`config.mk`:
```
export PLATFORM = sky130hd
export DESIGN_NAME = ini_text_tokenizer_flat
export DESIGN_NICKNAME = d
export VERILOG_FILES = /design/src/rtl/initok_pkg.sv /design/src/rtl/initok_text_if.sv /design/src/rtl/initok_event_if.sv /design/src/rtl/ini_text_tokenizer.sv /design/src/flat_wrapper.sv
export VERILOG_INCLUDE_DIRS = /design/src /design/src/rtl
export SDC_FILE = /design/constraint.sdc
export NUM_CORES = 1
export LEC_CHECK = 0
export BUFFER_PORTS_ARGS = -buffer_cell sky130_fd_sc_hd__buf_2
export CAP_MARGIN = 20
export CORE_MARGIN = 10
export CORE_UTILIZATION = 50
export DETAILED_ROUTE_END_ITERATION = 10
export PLACE_DENSITY_LB_ADDON = 0.05
export SETUP_SLACK_MARGIN = 0.4
export SYNTH_ARGS = -nofsm -noshare
export SYNTH_HDL_FRONTEND = slang
export SYNTH_SLANG_ARGS = --single-unit
```
`constraint.sdc`:
```
create_clock -name clk -period 3.4 [get_ports clk]
set_input_delay 0.68 -clock clk [delete_from_list [all_inputs] [get_ports clk]]
set_output_delay 0.68 -clock clk [all_outputs]
set_load 0.02 [all_outputs]
```
`src/rtl/ini_text_tokenizer_macros.svh`:
```
// ----------------------------------------------------------------------------
// ini_text_tokenizer_macros
// Assertion helpers for the INI text tokenizer. Each use expands to one
// labeled concurrent assertion clocked on clk and disabled while rst_n is low.
// ----------------------------------------------------------------------------
`ifndef INI_TEXT_TOKENIZER_MACROS_SVH
`define INI_TEXT_TOKENIZER_MACROS_SVH

// same-cycle implication
`define INITOK_ASSERT_NOW(label, ante, cons, msg) \
    label: assert property (@(posedge clk) disable iff (!rst_n) \
        (ante) |-> (cons)) else $error(msg);

// next-cycle implication
`define INITOK_ASSERT_NEXT(label, ante, cons, msg) \
    label: assert property (@(posedge clk) disable iff (!rst_n) \
        (ante) |=> (cons)) else $error(msg);

// invariant
`define INITOK_ASSERT_ALWAYS(label, cond, msg) \
    `INITOK_ASSERT_NOW(label, 1'b1, cond, msg)

`endif

```
`src/rtl/initok_pkg.sv`:
```
// ----------------------------------------------------------------------------
// initok_pkg
// Types, state codes, event codes and character constants shared by the
// INI text tokenizer and its channel interfaces.
// ----------------------------------------------------------------------------
package initok_pkg;

    localparam int MAX_TOKEN   = 256;
    localparam int TOKEN_LEN_W = $clog2(MAX_TOKEN + 1);

    typedef logic [15:0] code_unit_t;
    typedef logic [3:0]  event_kind_t;
    typedef logic [15:0] line_count_t;
    typedef logic [4:0]  parse_state_t;
    typedef logic [TOKEN_LEN_W-1:0] token_len_t;

    // event codes
    localparam event_kind_t EV_NONE       = 4'd0;
    localparam event_kind_t EV_SEC_START  = 4'd1;
    localparam event_kind_t EV_SEC_CHAR   = 4'd2;
    localparam event_kind_t EV_SEC_COMMIT = 4'd3;
    localparam event_kind_t EV_KEY_START  = 4'd4;
    localparam event_kind_t EV_KEY_CHAR   = 4'd5;
    localparam event_kind_t EV_KEY_DONE   = 4'd6;
    localparam event_kind_t EV_VAL_START  = 4'd7;
    localparam event_kind_t EV_VAL_CHAR   = 4'd8;
    localparam event_kind_t EV_VAL_DONE   = 4'd9;

    // parser states
    localparam parse_state_t ST_START         = 5'd1;
    localparam parse_state_t ST_SEC_OPEN      = 5'd2;
    localparam parse_state_t ST_SEC_NAME      = 5'd3;
    localparam parse_state_t ST_SEC_TAIL      = 5'd4;
    localparam parse_state_t ST_SEC_END       = 5'd5;
    localparam parse_state_t ST_LINE          = 5'd6;
    localparam parse_state_t ST_KEY           = 5'd7;
    localparam parse_state_t ST_KEY_TAIL      = 5'd8;
    localparam parse_state_t ST_VAL_PRE       = 5'd9;
    localparam parse_state_t ST_VAL           = 5'd10;
    localparam parse_state_t ST_LINE_AFT_VAL  = 5'd11;
    localparam parse_state_t ST_CMT_AFT_VAL   = 5'd12;
    localparam parse_state_t ST_CMT_AFT_SEC   = 5'd14;
    localparam parse_state_t ST_CMT           = 5'd15;
    localparam parse_state_t ST_LINE_AFT_CMT  = 5'd16;
    localparam parse_state_t ST_SEC_SPACE     = 5'd17;
    localparam parse_state_t ST_HEAD_CMT      = 5'd18;
    localparam parse_state_t ST_ERROR         = 5'd31;

    // characters
    localparam code_unit_t CH_SPACE  = 16'h0020;
    localparam code_unit_t CH_VTAB   = 16'h000B;
    localparam code_unit_t CH_CR     = 16'h000D;
    localparam code_unit_t CH_LF     = 16'h000A;
    localparam code_unit_t CH_UP_A   = 16'h0041;
    localparam code_unit_t CH_UP_Z   = 16'h005A;
    localparam code_unit_t CH_LO_A   = 16'h0061;
    localparam code_unit_t CH_LO_Z   = 16'h007A;
    localparam code_unit_t CH_ZERO   = 16'h0030;
    localparam code_unit_t CH_NINE   = 16'h0039;
    localparam code_unit_t CH_USCORE = 16'h005F;
    localparam code_unit_t CH_LBRACK = 16'h005B;
    localparam code_unit_t CH_RBRACK = 16'h005D;
    localparam code_unit_t CH_SEMI   = 16'h003B;
    localparam code_unit_t CH_EQUAL  = 16'h003D;
    localparam code_unit_t CH_LPAREN = 16'h0028;
    localparam code_unit_t CH_RPAREN = 16'h0029;
    localparam code_unit_t CH_COMMA  = 16'h002C;
    localparam code_unit_t CH_DOT    = 16'h002E;
    localparam code_unit_t CH_BSLASH = 16'h005C;
    localparam code_unit_t CH_COLON  = 16'h003A;
    localparam code_unit_t CH_MINUS  = 16'h002D;

    typedef struct packed {
        event_kind_t event_kind;
        code_unit_t  token_char;
        line_count_t line_number;
        logic        error_flag;
        logic        text_done;
    } token_event_t;

    function automatic logic is_space(input code_unit_t c);
        return (c == CH_SPACE) || (c == CH_VTAB);
    endfunction

    function automatic logic is_name(input code_unit_t c);
        return (c inside {[CH_UP_A:CH_UP_Z]}) || (c inside {[CH_LO_A:CH_LO_Z]}) ||
               (c == CH_USCORE);
    endfunction

    function automatic logic is_digit(input code_unit_t c);
        return c inside {[CH_ZERO:CH_NINE]};
    endfunction

    function automatic logic is_value(input code_unit_t c);
        return is_name(c) || is_digit(c) ||
               (c inside {CH_LPAREN, CH_RPAREN, CH_COMMA, CH_DOT, CH_BSLASH,
                          CH_COLON, CH_MINUS});
    endfunction

endpackage

```
`src/rtl/initok_text_if.sv`:
```
// ----------------------------------------------------------------------------
// initok_text_if
// Text request channel: one UTF-16 code unit and an end-of-text mark.
// ----------------------------------------------------------------------------
interface initok_text_if;
    import initok_pkg::*;

    logic       valid;
    logic       ready;
    code_unit_t code_unit;
    logic       end_of_text;

    modport source (output valid, output code_unit, output end_of_text, input ready);
    modport sink   (input valid, input code_unit, input end_of_text, output ready);
endinterface

```
`src/rtl/initok_event_if.sv`:
```
// ----------------------------------------------------------------------------
// initok_event_if
// Token event channel: one event per text request.
// ----------------------------------------------------------------------------
interface initok_event_if;
    import initok_pkg::*;

    logic        valid;
    logic        ready;
    event_kind_t event_kind;
    code_unit_t  token_char;
    line_count_t line_number;
    logic        error_flag;
    logic        text_done;

    modport source (output valid, output event_kind, output token_char,
                    output line_number, output error_flag, output text_done,
                    input ready);
    modport sink   (input valid, input event_kind, input token_char,
                    input line_number, input error_flag, input text_done,
                    output ready);
endinterface

```
`src/rtl/ini_text_tokenizer.sv`:
```
// ----------------------------------------------------------------------------
// ini_text_tokenizer
// Lexer for INI-like text. Each code unit yields one token event with the running
// line count and sticky error flag; all but CR also step the parser state machine.
//
//   channel     dir  fields
//   text_in     in   code_unit[15:0], end_of_text
//   token_out   out  event_kind[3:0], token_char[15:0], line_number[15:0],
//                    error_flag, text_done
//
// One request per cycle unless token_out.ready stalls; the event appears in the cycle after acceptance.
// Each event is held in the single result register.
// rst_n clears parser state, token length, line count and error flag.
// An end-of-text request returns parser state, token length, line count and error flag to their reset values.
// text_in.ready is low only while a held event is stalled by token_out.ready.
// ----------------------------------------------------------------------------
`include "ini_text_tokenizer_macros.svh"

module ini_text_tokenizer
(
    input  logic           clk,
    input  logic           rst_n,
    initok_text_if.sink    text_in,
    initok_event_if.source token_out
);
    import initok_pkg::*;

    parse_state_t state_reg, state_next;
    token_len_t   token_len_reg, token_len_next;
    line_count_t  line_reg, line_next;
    logic         error_reg, error_next;
    logic         out_valid_reg;
    token_event_t result_reg, result_next;

    logic         accept;
    code_unit_t   c;
    logic         skip;
    logic         do_fail;
    logic         do_take;
    logic         do_start;
    logic         do_finish;
    event_kind_t  act_kind;
    parse_state_t act_next;
    token_len_t   len_base;
    line_count_t  line_step;

    logic         end_accept;
    logic         regs_clear;
    logic         out_event;
    logic         out_plain;

    assign text_in.ready = !out_valid_reg || token_out.ready;
    assign accept        = text_in.valid && text_in.ready;

    always_comb
    begin
        c         = text_in.end_of_text ? CH_LF : text_in.code_unit;
        skip      = (text_in.code_unit == CH_CR) && !text_in.end_of_text;
        do_fail   = 1'b0;
        do_take   = 1'b0;
        do_start  = 1'b0;
        do_finish = 1'b0;
        act_kind  = EV_NONE;
        act_next  = state_reg;

        if (!skip)
        begin
            case (state_reg)
                ST_START:
                begin
                    if (is_space(c) || c == CH_LF) act_next = ST_START;
                    else if (c == CH_LBRACK)       act_next = ST_SEC_OPEN;
                    else if (c == CH_SEMI)         act_next = ST_HEAD_CMT;
                    else                           do_fail  = 1'b1;
                end
                ST_SEC_OPEN:
                begin
                    if (is_space(c))
                        act_next = ST_SEC_OPEN;
                    else if (is_name(c))
                    begin
                        do_start = 1'b1;
                        act_kind = EV_SEC_START;
                        act_next = ST_SEC_NAME;
                    end
                    else
                        do_fail = 1'b1;
                end
                ST_SEC_NAME:
                begin
                    if (is_name(c) || is_digit(c))
                    begin
                        do_take  = 1'b1;
                        act_kind = EV_SEC_CHAR;
                        act_next = ST_SEC_NAME;
                    end
                    else if (is_space(c))
                        act_next = ST_SEC_TAIL;
                    else if (c == CH_RBRACK)
                    begin
                        do_finish = 1'b1;
                        act_kind  = EV_SEC_COMMIT;
                        act_next  = ST_SEC_END;
                    end
                    else
                        do_fail = 1'b1;
                end
                ST_SEC_TAIL:
                begin
                    if (is_space(c))
                        act_next = ST_SEC_TAIL;
                    else if (c == CH_RBRACK)
                    begin
                        do_finish = 1'b1;
                        act_kind  = EV_SEC_COMMIT;
                        act_next  = ST_SEC_END;
                    end
                    else
                        do_fail = 1'b1;
                end
                ST_SEC_END:
                begin
                    if (c == CH_LF)          act_next = ST_LINE;
                    else if (is_space(c))    act_next = ST_SEC_SPACE;
                    else if (c == CH_SEMI)   act_next = ST_CMT_AFT_SEC;
                    else                     do_fail  = 1'b1;
                end
                ST_LINE, ST_LINE_AFT_VAL, ST_LINE_AFT_CMT:
                begin
                    if (is_space(c) || c == CH_LF)
                        act_next = ST_LINE;
                    else if (is_name(c))
                    begin
                        do_start = 1'b1;
                        act_kind = EV_KEY_START;
                        act_next = ST_KEY;
                    end
                    else if (c == CH_SEMI)
                        act_next = ST_CMT_AFT_SEC;
                    else if (c == CH_LBRACK)
                        act_next = ST_SEC_OPEN;
                    else
                        do_fail = 1'b1;
                end
                ST_KEY:
                begin
                    if (is_name(c) || is_digit(c))
                    begin
                        do_take  = 1'b1;
                        act_kind = EV_KEY_CHAR;
                        act_next = ST_KEY;
                    end
                    else if (is_space(c))
                        act_next = ST_KEY_TAIL;
                    else if (c == CH_EQUAL)
                    begin
                        do_finish = 1'b1;
                        act_kind  = EV_KEY_DONE;
                        act_next  = ST_VAL_PRE;
                    end
                    else
                        do_fail = 1'b1;
                end
                ST_KEY_TAIL:
                begin
                    if (is_space(c))
                        act_next = ST_KEY_TAIL;
                    else if (c == CH_EQUAL)
                    begin
                        do_finish = 1'b1;
                        act_kind  = EV_KEY_DONE;
                        act_next  = ST_VAL_PRE;
                    end
                    else
                        do_fail = 1'b1;
                end
                ST_VAL_PRE:
                begin
                    if (is_space(c))
                        act_next = ST_VAL_PRE;
                    else if (is_value(c))
                    begin
                        do_start = 1'b1;
                        act_kind = EV_VAL_START;
                        act_next = ST_VAL;
                    end
                    else
                        do_fail = 1'b1;
                end
                ST_VAL:
                begin
                    if (is_space(c) || is_value(c))
                    begin
                        do_take  = 1'b1;
                        act_kind = EV_VAL_CHAR;
                        act_next = ST_VAL;
                    end
                    else if (c == CH_LF)
                    begin
                        do_finish = 1'b1;
                        act_kind  = EV_VAL_DONE;
                        act_next  = ST_LINE_AFT_VAL;
                    end
                    else if (c == CH_SEMI)
                    begin
                        do_finish = 1'b1;
                        act_kind  = EV_VAL_DONE;
                        act_next  = ST_CMT_AFT_VAL;
                    end
                    else
                        do_fail = 1'b1;
                end
                ST_CMT_AFT_VAL, ST_CMT_AFT_SEC, ST_CMT:
                begin
                    act_next = (c == CH_LF) ? ST_LINE_AFT_CMT : ST_CMT;
                end
                ST_SEC_SPACE:
                begin
                    if (is_space(c))         act_next = ST_SEC_SPACE;
                    else if (c == CH_LF)     act_next = ST_LINE;
                    else if (c == CH_SEMI)   act_next = ST_CMT_AFT_SEC;
                    else                     do_fail  = 1'b1;
                end
                ST_HEAD_CMT:
                begin
                    act_next = (c == CH_LF) ? ST_START : ST_HEAD_CMT;
                end
                default:
                begin
                    act_next = state_reg;
                end
            endcase
        end
    end

    always_comb
    begin
        line_step      = line_reg + line_count_t'(1);
        line_next      = (!skip && c == CH_LF) ? line_step : line_reg;
        len_base       = do_start ? '0 : token_len_reg;
        state_next     = act_next;
        token_len_next = token_len_reg;
        error_next     = error_reg || (!skip && state_reg == ST_ERROR);

        result_next.event_kind  = EV_NONE;
        result_next.token_char  = '0;

        if (do_finish)
        begin
            token_len_next         = '0;
            result_next.event_kind = act_kind;
        end
        else if (do_start || do_take)
        begin
            // overlength: the take turns into a failure with no event
            if (len_base >= token_len_t'(MAX_TOKEN))
            begin
                token_len_next = len_base;
                state_next     = ST_ERROR;
                error_next     = 1'b1;
            end
            else
            begin
                token_len_next         = len_base + token_len_t'(1);
                result_next.event_kind = act_kind;
                result_next.token_char = c;
            end
        end

        if (do_fail)
        begin
            state_next = ST_ERROR;
            error_next = 1'b1;
        end

        result_next.line_number = line_next;
        result_next.error_flag  = error_next;
        result_next.text_done   = text_in.end_of_text;

        if (text_in.end_of_text)
        begin
            state_next     = ST_START;
            token_len_next = '0;
            line_next      = '0;
            error_next     = 1'b0;
        end
    end

    always_ff @(posedge clk or negedge rst_n)
    begin
        if (!rst_n)
        begin
            state_reg     <= ST_START;
            token_len_reg <= '0;
            line_reg      <= '0;
            error_reg     <= 1'b0;
            out_valid_reg <= 1'b0;
        end
        else
        begin
            if (accept)
            begin
                state_reg     <= state_next;
                token_len_reg <= token_len_next;
                line_reg      <= line_next;
                error_reg     <= error_next;
            end
            if (accept)
                out_valid_reg <= 1'b1;
            else if (token_out.ready)
                out_valid_reg <= 1'b0;
        end
    end

    always_ff @(posedge clk)
    begin
        if (accept)
            result_reg <= result_next;
    end

    assign token_out.valid       = out_valid_reg;
    assign token_out.event_kind  = result_reg.event_kind;
    assign token_out.token_char  = result_reg.token_char;
    assign token_out.line_number = result_reg.line_number;
    assign token_out.error_flag  = result_reg.error_flag;
    assign token_out.text_done   = result_reg.text_done;

    assign end_accept = accept && text_in.end_of_text;
    assign regs_clear = (state_reg == ST_START) && (token_len_reg == '0) &&
                        (line_reg == '0) && !error_reg;
    assign out_event  = out_valid_reg && (result_reg.event_kind != EV_NONE);
    assign out_plain  = out_valid_reg &&
                        (result_reg.event_kind inside {EV_NONE, EV_SEC_COMMIT,
                                                       EV_KEY_DONE, EV_VAL_DONE});

    `INITOK_ASSERT_ALWAYS(a_len_bound, token_len_reg <= token_len_t'(MAX_TOKEN), "token too long")
    `INITOK_ASSERT_ALWAYS(a_err_state, state_reg != ST_ERROR || error_reg, "error state, flag low")
    `INITOK_ASSERT_NEXT(a_end_reset, end_accept, regs_clear, "end of text did not reset state")
    `INITOK_ASSERT_NOW(a_event_no_err, out_event, !result_reg.error_flag, "event after error")
    `INITOK_ASSERT_NOW(a_char_kind, out_plain, result_reg.token_char == '0, "char on plain event")

endmodule
```
`src/flat_wrapper.sv`:
```
// flat-port wrapper written by rule: the top's interface ports become plain ports
module ini_text_tokenizer_flat import initok_pkg::*;
  (clk, rst_n, text_in_valid, text_in_code_unit, text_in_end_of_text, text_in_ready, token_out_valid, token_out_event_kind, token_out_token_char, token_out_line_number, token_out_error_flag, token_out_text_done, token_out_ready);
  initok_text_if text_in_i ();
  initok_event_if token_out_i ();
  input  logic clk;
  input  logic rst_n;
  input wire logic [$bits(text_in_i.valid)-1:0] text_in_valid;
  input wire logic [$bits(text_in_i.code_unit)-1:0] text_in_code_unit;
  input wire logic [$bits(text_in_i.end_of_text)-1:0] text_in_end_of_text;
  output wire logic [$bits(text_in_i.ready)-1:0] text_in_ready;
  output wire logic [$bits(token_out_i.valid)-1:0] token_out_valid;
  output wire logic [$bits(token_out_i.event_kind)-1:0] token_out_event_kind;
  output wire logic [$bits(token_out_i.token_char)-1:0] token_out_token_char;
  output wire logic [$bits(token_out_i.line_number)-1:0] token_out_line_number;
  output wire logic [$bits(token_out_i.error_flag)-1:0] token_out_error_flag;
  output wire logic [$bits(token_out_i.text_done)-1:0] token_out_text_done;
  input wire logic [$bits(token_out_i.ready)-1:0] token_out_ready;
  assign text_in_i.valid = text_in_valid;
  assign text_in_i.code_unit = text_in_code_unit;
  assign text_in_i.end_of_text = text_in_end_of_text;
  assign text_in_ready = text_in_i.ready;
  assign token_out_valid = token_out_i.valid;
  assign token_out_event_kind = token_out_i.event_kind;
  assign token_out_token_char = token_out_i.token_char;
  assign token_out_line_number = token_out_i.line_number;
  assign token_out_error_flag = token_out_i.error_flag;
  assign token_out_text_done = token_out_i.text_done;
  assign token_out_i.ready = token_out_ready;
  ini_text_tokenizer u_core (.clk(clk), .rst_n(rst_n), .text_in(text_in_i), .token_out(token_out_i));
endmodule
```
; ---- Word level (Yosys, flattened, before mapping)
; Cells that the tools add are included.
[word_totals]
out_inout_bits = 40
reg_bits = 70
in_bits = 21
[op_classes]
n_bitwise = 1
magnitude_cmp = 7
reduce_logical = 28
mux = 115
add_sub_neg = 2
n_eq_ne = 34
[op_table]
columns = op, n
row1 = $mux W5, 33
row2 = $eq A16 B6 Y1 const B, 9
row3 = $pmux W5 S13, 1
row4 = $eq A16 B7 Y1 const B, 4
row5 = $mux W1, 50
row6 = $eq A16 B4 Y1 const B, 3
row7 = $mux W16, 3
row8 = $mux W4, 12
row9 = $mux W9, 5
row10 = $mux W20, 2
row11 = $eq A5 B4 Y1 const B, 7
row12 = $ge A16 B7 Y1 const B, 2
row13 = $le A16 B7 Y1 const B, 2
row14 = $pmux W4 S8, 1
row15 = $eq A5 B3 Y1 const B, 4
row16 = $eq A5 B5 Y1 const B, 4
row17 = $add A16 B1 Y16 const B, 1
row18 = $ge A16 B6 Y1 const B, 1
row19 = $le A16 B6 Y1 const B, 1
row20 = $pmux W1 S11, 1
row21 = $eq A5 B2 Y1 const B, 2
row22 = $logic_or A1 B1 Y1, 10
row23 = $add A9 B1 Y9 const B, 1
row24 = $ge A9 B9 Y1 const B, 1
row25 = 15 further kinds, 27

; ---- Longest topological paths before layout
[depth]
depth_word = 18
depth_mapped = 13

; ---- Worst setup path after synthesis
; OpenSTA, ideal clock, no wires.
[synth_timing]
path_type = input -> register
from = input text_in_code_unit[8]
to = register u_core.token_len_reg[6]
path_buffers = 0
t_arrival_ns = 2.973
path_stages = 12
setup_ns = 0.129
slack_ns = 0.298
path_cell_list = or4_1 -> nor3_1 -> a21o_1 -> o21ai_2 -> o21ai_1 -> and3_1 -> ha_1 -> nand3_1 -> nor2_1 -> a31oi_1 -> o21ai_0 -> o21ai_0
[synth_via]
elab_chain_len = 17
elab_cells_between_ends = 66
cone_classes = 1 x add/sub / 7 x order compare / 15 x eq/ne / 28 x mux / 15 x reduce/logical
[synth_lines]
columns = element, line
row1 = start: declaration, flat_wrapper.sv:9  ; input wire logic [$bits(text_in_i.code_unit)-1:0] text_in_code_unit;
row2 = $mux W16, ini_text_tokenizer.sv:57  ; c = text_in.end_of_text ? CH_LF : text_in.code_unit;
row3 = $ge A16 B7 Y1 or $le A16 B7 Y1 (tied branches), initok_pkg.sv:86  ; return (c inside {[CH_UP_A:CH_UP_Z]}) || (c inside {[CH_LO_A:CH_LO_Z]}) ||
row4 = $logic_and A1 B1 Y1, initok_pkg.sv:86
row5 = $logic_or A1 B1 Y1 (2 in series), initok_pkg.sv:86
row6 = $logic_or A1 B1 Y1, "initok_pkg.sv:95, ini_text_tokenizer.sv:91, ini_text_tokenizer.sv:147"
row7 = $logic_or A1 B1 Y1, initok_pkg.sv:95  ; return is_name(c) || is_digit(c) ||
row8 = $mux W1, ini_text_tokenizer.sv:181  ; else if (is_value(c))
row9 = $mux W1, ini_text_tokenizer.sv:179  ; if (is_space(c))
row10 = $pmux W1 S3, ini_text_tokenizer.sv:68  ; case (state_reg)
row11 = $mux W1, ini_text_tokenizer.sv:66  ; if (!skip)
row12 = $mux W9, ini_text_tokenizer.sv:240  ; len_base = do_start ? '0 : token_len_reg;
row13 = $add A9 B1 Y9 or $ge A9 B9 Y1 (tied branches), "ini_text_tokenizer.sv:264, ini_text_tokenizer.sv:256"
row14 = $mux W9, ini_text_tokenizer.sv:256  ; if (len_base >= token_len_t'(MAX_TOKEN))
row15 = $mux W9, ini_text_tokenizer.sv:253  ; else if (do_start || do_take)
row16 = $mux W9, ini_text_tokenizer.sv:248  ; if (do_finish)
row17 = $mux W9, ini_text_tokenizer.sv:280  ; if (text_in.end_of_text)
row18 = end signal: assignment, ini_text_tokenizer.sv:304  ; token_len_reg <= token_len_next;
row19 = end: declaration, ini_text_tokenizer.sv:29  ; token_len_t token_len_reg, token_len_next;
; Parallel ways exist; a longest one is shown, timed or not. The select of a mux whose other input is x is not followed.
; A chain may end at the register's enable or synchronous reset.

==> out/qor.csv <==
metric;value;unit
synthTopCellsByArea;edfxtp_1, dfrtp_1, nand2_1, nor2_1, o21ai_0;
timing.rr.start;u_core.state_reg[0]$_DFFE_PN1P_;
hpwlAfterDp;9980;um
use_met2;33.7;%
grt_pass1_vias;4198;
drt_first_pass_iters;5;
power_per_cell_area;554;nW/um^2
ir_drop;0.000350;V
overflow;0;
cts_tree;done;
fmax;0.346;GHz
cts_made_buffers;9;
finalMaxSlewViolations;0;
fin_ws;0.508;ns
grt_use_met1;24.7;%
path_class;in2reg;
synth_edf_count;38;
wl_per_cell;18.4;um
pre_cts_ws;-0.0237;ns
drc;0;
max-slew-margin-rel;48.7;%
p_total;3.15;mW
cts_root_buffer;clkbuf_8;
postSynthCellCount;509;
fin_crit;2.89;ns
clk_pin_slew;0.08;ns
finClkSkew;0.0139;ns
antenna_found_initial;0;
die_w;116;um
yosysMostFrequentCell;nand2_1;
synth.top_cell.area_share;24.7;%
core;8850;um^2
yosys.area.top_type;edfxtp_1;
synth_flop_cell;edfxtp_1;
dp_cells;698;
startpoint_type;input port;
post_drt_via_cell_ratio;6.16;
ys_ff_latch;70;
grt_use_met3;3.67;%
start_util;52.1;%
final_nets;633;
ys_seq_area_share;42.1;%
min_period_over_period;85.1;%
portBuffers;60;
hp-class;in2async;
synth_area_per_cell;9.06;um^2
cp_max_fo;10;
rows;34;
clock_latency;0.34;ns
async_reset_ff_share;45.7;%
maxCapViolCount;0;
r2r_setup_slack;0.65;ns
hold_violations;0;
drt_iter0_markers;327;
required;3.50;ns
r2r_end;u_core.token_len_reg[2]$_DFFE_PN0P_;
final_cells;723;
rr_worst_depth;8;
critPathLaunch;text_in_code_unit[6];
ant_nets;0;
netlist_top_cells_count;nand2_1, nor2_1, edfxtp_1, o21ai_0, dfrtp_1;
fillers;752;
ioPinCount;61;
cts.sinks;70;
grt.total_usage;20.1;%
setup_viol;0;
max-clock-path-buffers;2;
tightest_slew;0.769;ns
rsz0062_at_grt;no;
layout-drive-gt1-share;27.0;%
netlist_area;4610;um^2
finalSetupTns;0;ns
routabilityCongestion;0.951;
grt_first_pass_wirelength;21600;um
grt_start_max_net_pins;33;
status;finished, final reports clean;
power_leakage;2.27;nW
yosys_warnings;0;
num_vias;4451;
insertedDiodeCount;0;
yosysUniqueCellTypes;79;
end_kind;flop;
top_usage_layer;met2;
die_area;13500;um^2
drt_wl_total;13300;um
cts_max_level;3;
cp_data_arrival_time;2.99;ns
finalCoreUtilization;64.2;%
die_height;116;um
area_growth_syn_to_layout;23.2;%
metrics by stage:
stage	cell area [um^2]	hold WS, ns
after CTS	5550	0.415
after floorplan	4660	0.384
after detailed placement	5280	0.480
after global routing	5680	0.448
final	5680	0.400
after global placement	5280	0.464
cells by family after synthesis:
family / Yosys count / synth area share, %
AO/OA/AOI/OAI: 146 / 21.3
AND/OR/NAND/NOR: 228 / 27.2
multiplexers: 8 / 1.74
other: 1 / 0.0813
XOR/XNOR: 18 / 3.42
flip-flops: 70 / 42.1
buffers and inverters: 36 / 3.61
adder cells (fa/ha/maj): 2 / 0.542
worst max-delay path by stage:
| stage | cells past startpoint | slack (ns) | end |
|---|---|---|---|
| floorplan | 12 | 0.40 | u_core.token_len_reg[6]$_DFFE_PN0P_ |
| global placement | 13 | 0.09 | u_core.token_len_reg[6]$_DFFE_PN0P_ |
| detailed placement | 13 | -0.02 | u_core.token_len_reg[6]$_DFFE_PN0P_ |
| CTS | 13 | 0.43 | u_core.token_len_reg[6]$_DFFE_PN0P_ |
| global route | 9 | 0.40 | u_core.token_out.error_flag$_DFFE_PP_ |
| finish | 9 | 0.51 | u_core.token_out.error_flag$_DFFE_PP_ |
final cells by class:
cell class | instances | area [um^2] | share of cell area [%]
multi-input cells | 411 | 2630 | 46.2
flip-flops and latches | 70 | 1940 | 34.2
repair buffers | 110 | 691 | 12.2
clock buffers | 11 | 153 | 2.69
well taps | 108 | 135 | 2.38
clock inverters | 5 | 105 | 1.85
inverters | 8 | 30.0 | 0.528
repair_timing:
action,in CTS,in global routing
endpoints found under the hold margin,0,0
resized for setup,0,18
pin swaps,1,6
hold buffers,0,0
buffers inserted,2,7
endpoints found under the setup margin,2,14
cells in the final DEF, fill, tap and decap left out, drive strengths merged, types with 7 or more instances in the layout:
cell      n
nor2     54
nand2b    8
a22o      7
nand3    18
o21ai    47
dfrtp    31
nor4      9
edfxtp   38
xnor2    11
and3     12
mux2i     8
buf     109
xor2      7
a31oi     7
a21oi    29
conb      9
nand2    53
clkbuf   12
nor3     22
inv       7
critical path: stages:
cell and delay, ns:
buf_2 0.17, or4_1 0.55, a211o_2 0.37, a41o_1 0.31, a32oi_1 0.20, or2_2 0.14, o2111ai_1 0.17, a21oi_2 0.32
nand2_1 0.08
per-layer routing:
layer	vias to the layer above	share of wire, %
met4	0	4.1
li1	2109	-
met5	-	0
met3	45	6.4
met2	179	48
met1	2118	42
power breakdown:
part	switching [mW]	internal [mW]
Sequential	0.142	1.02
Clock	0.328	0.532
Combinational	0.695	0.427
(Power assumes the default switching activity.)
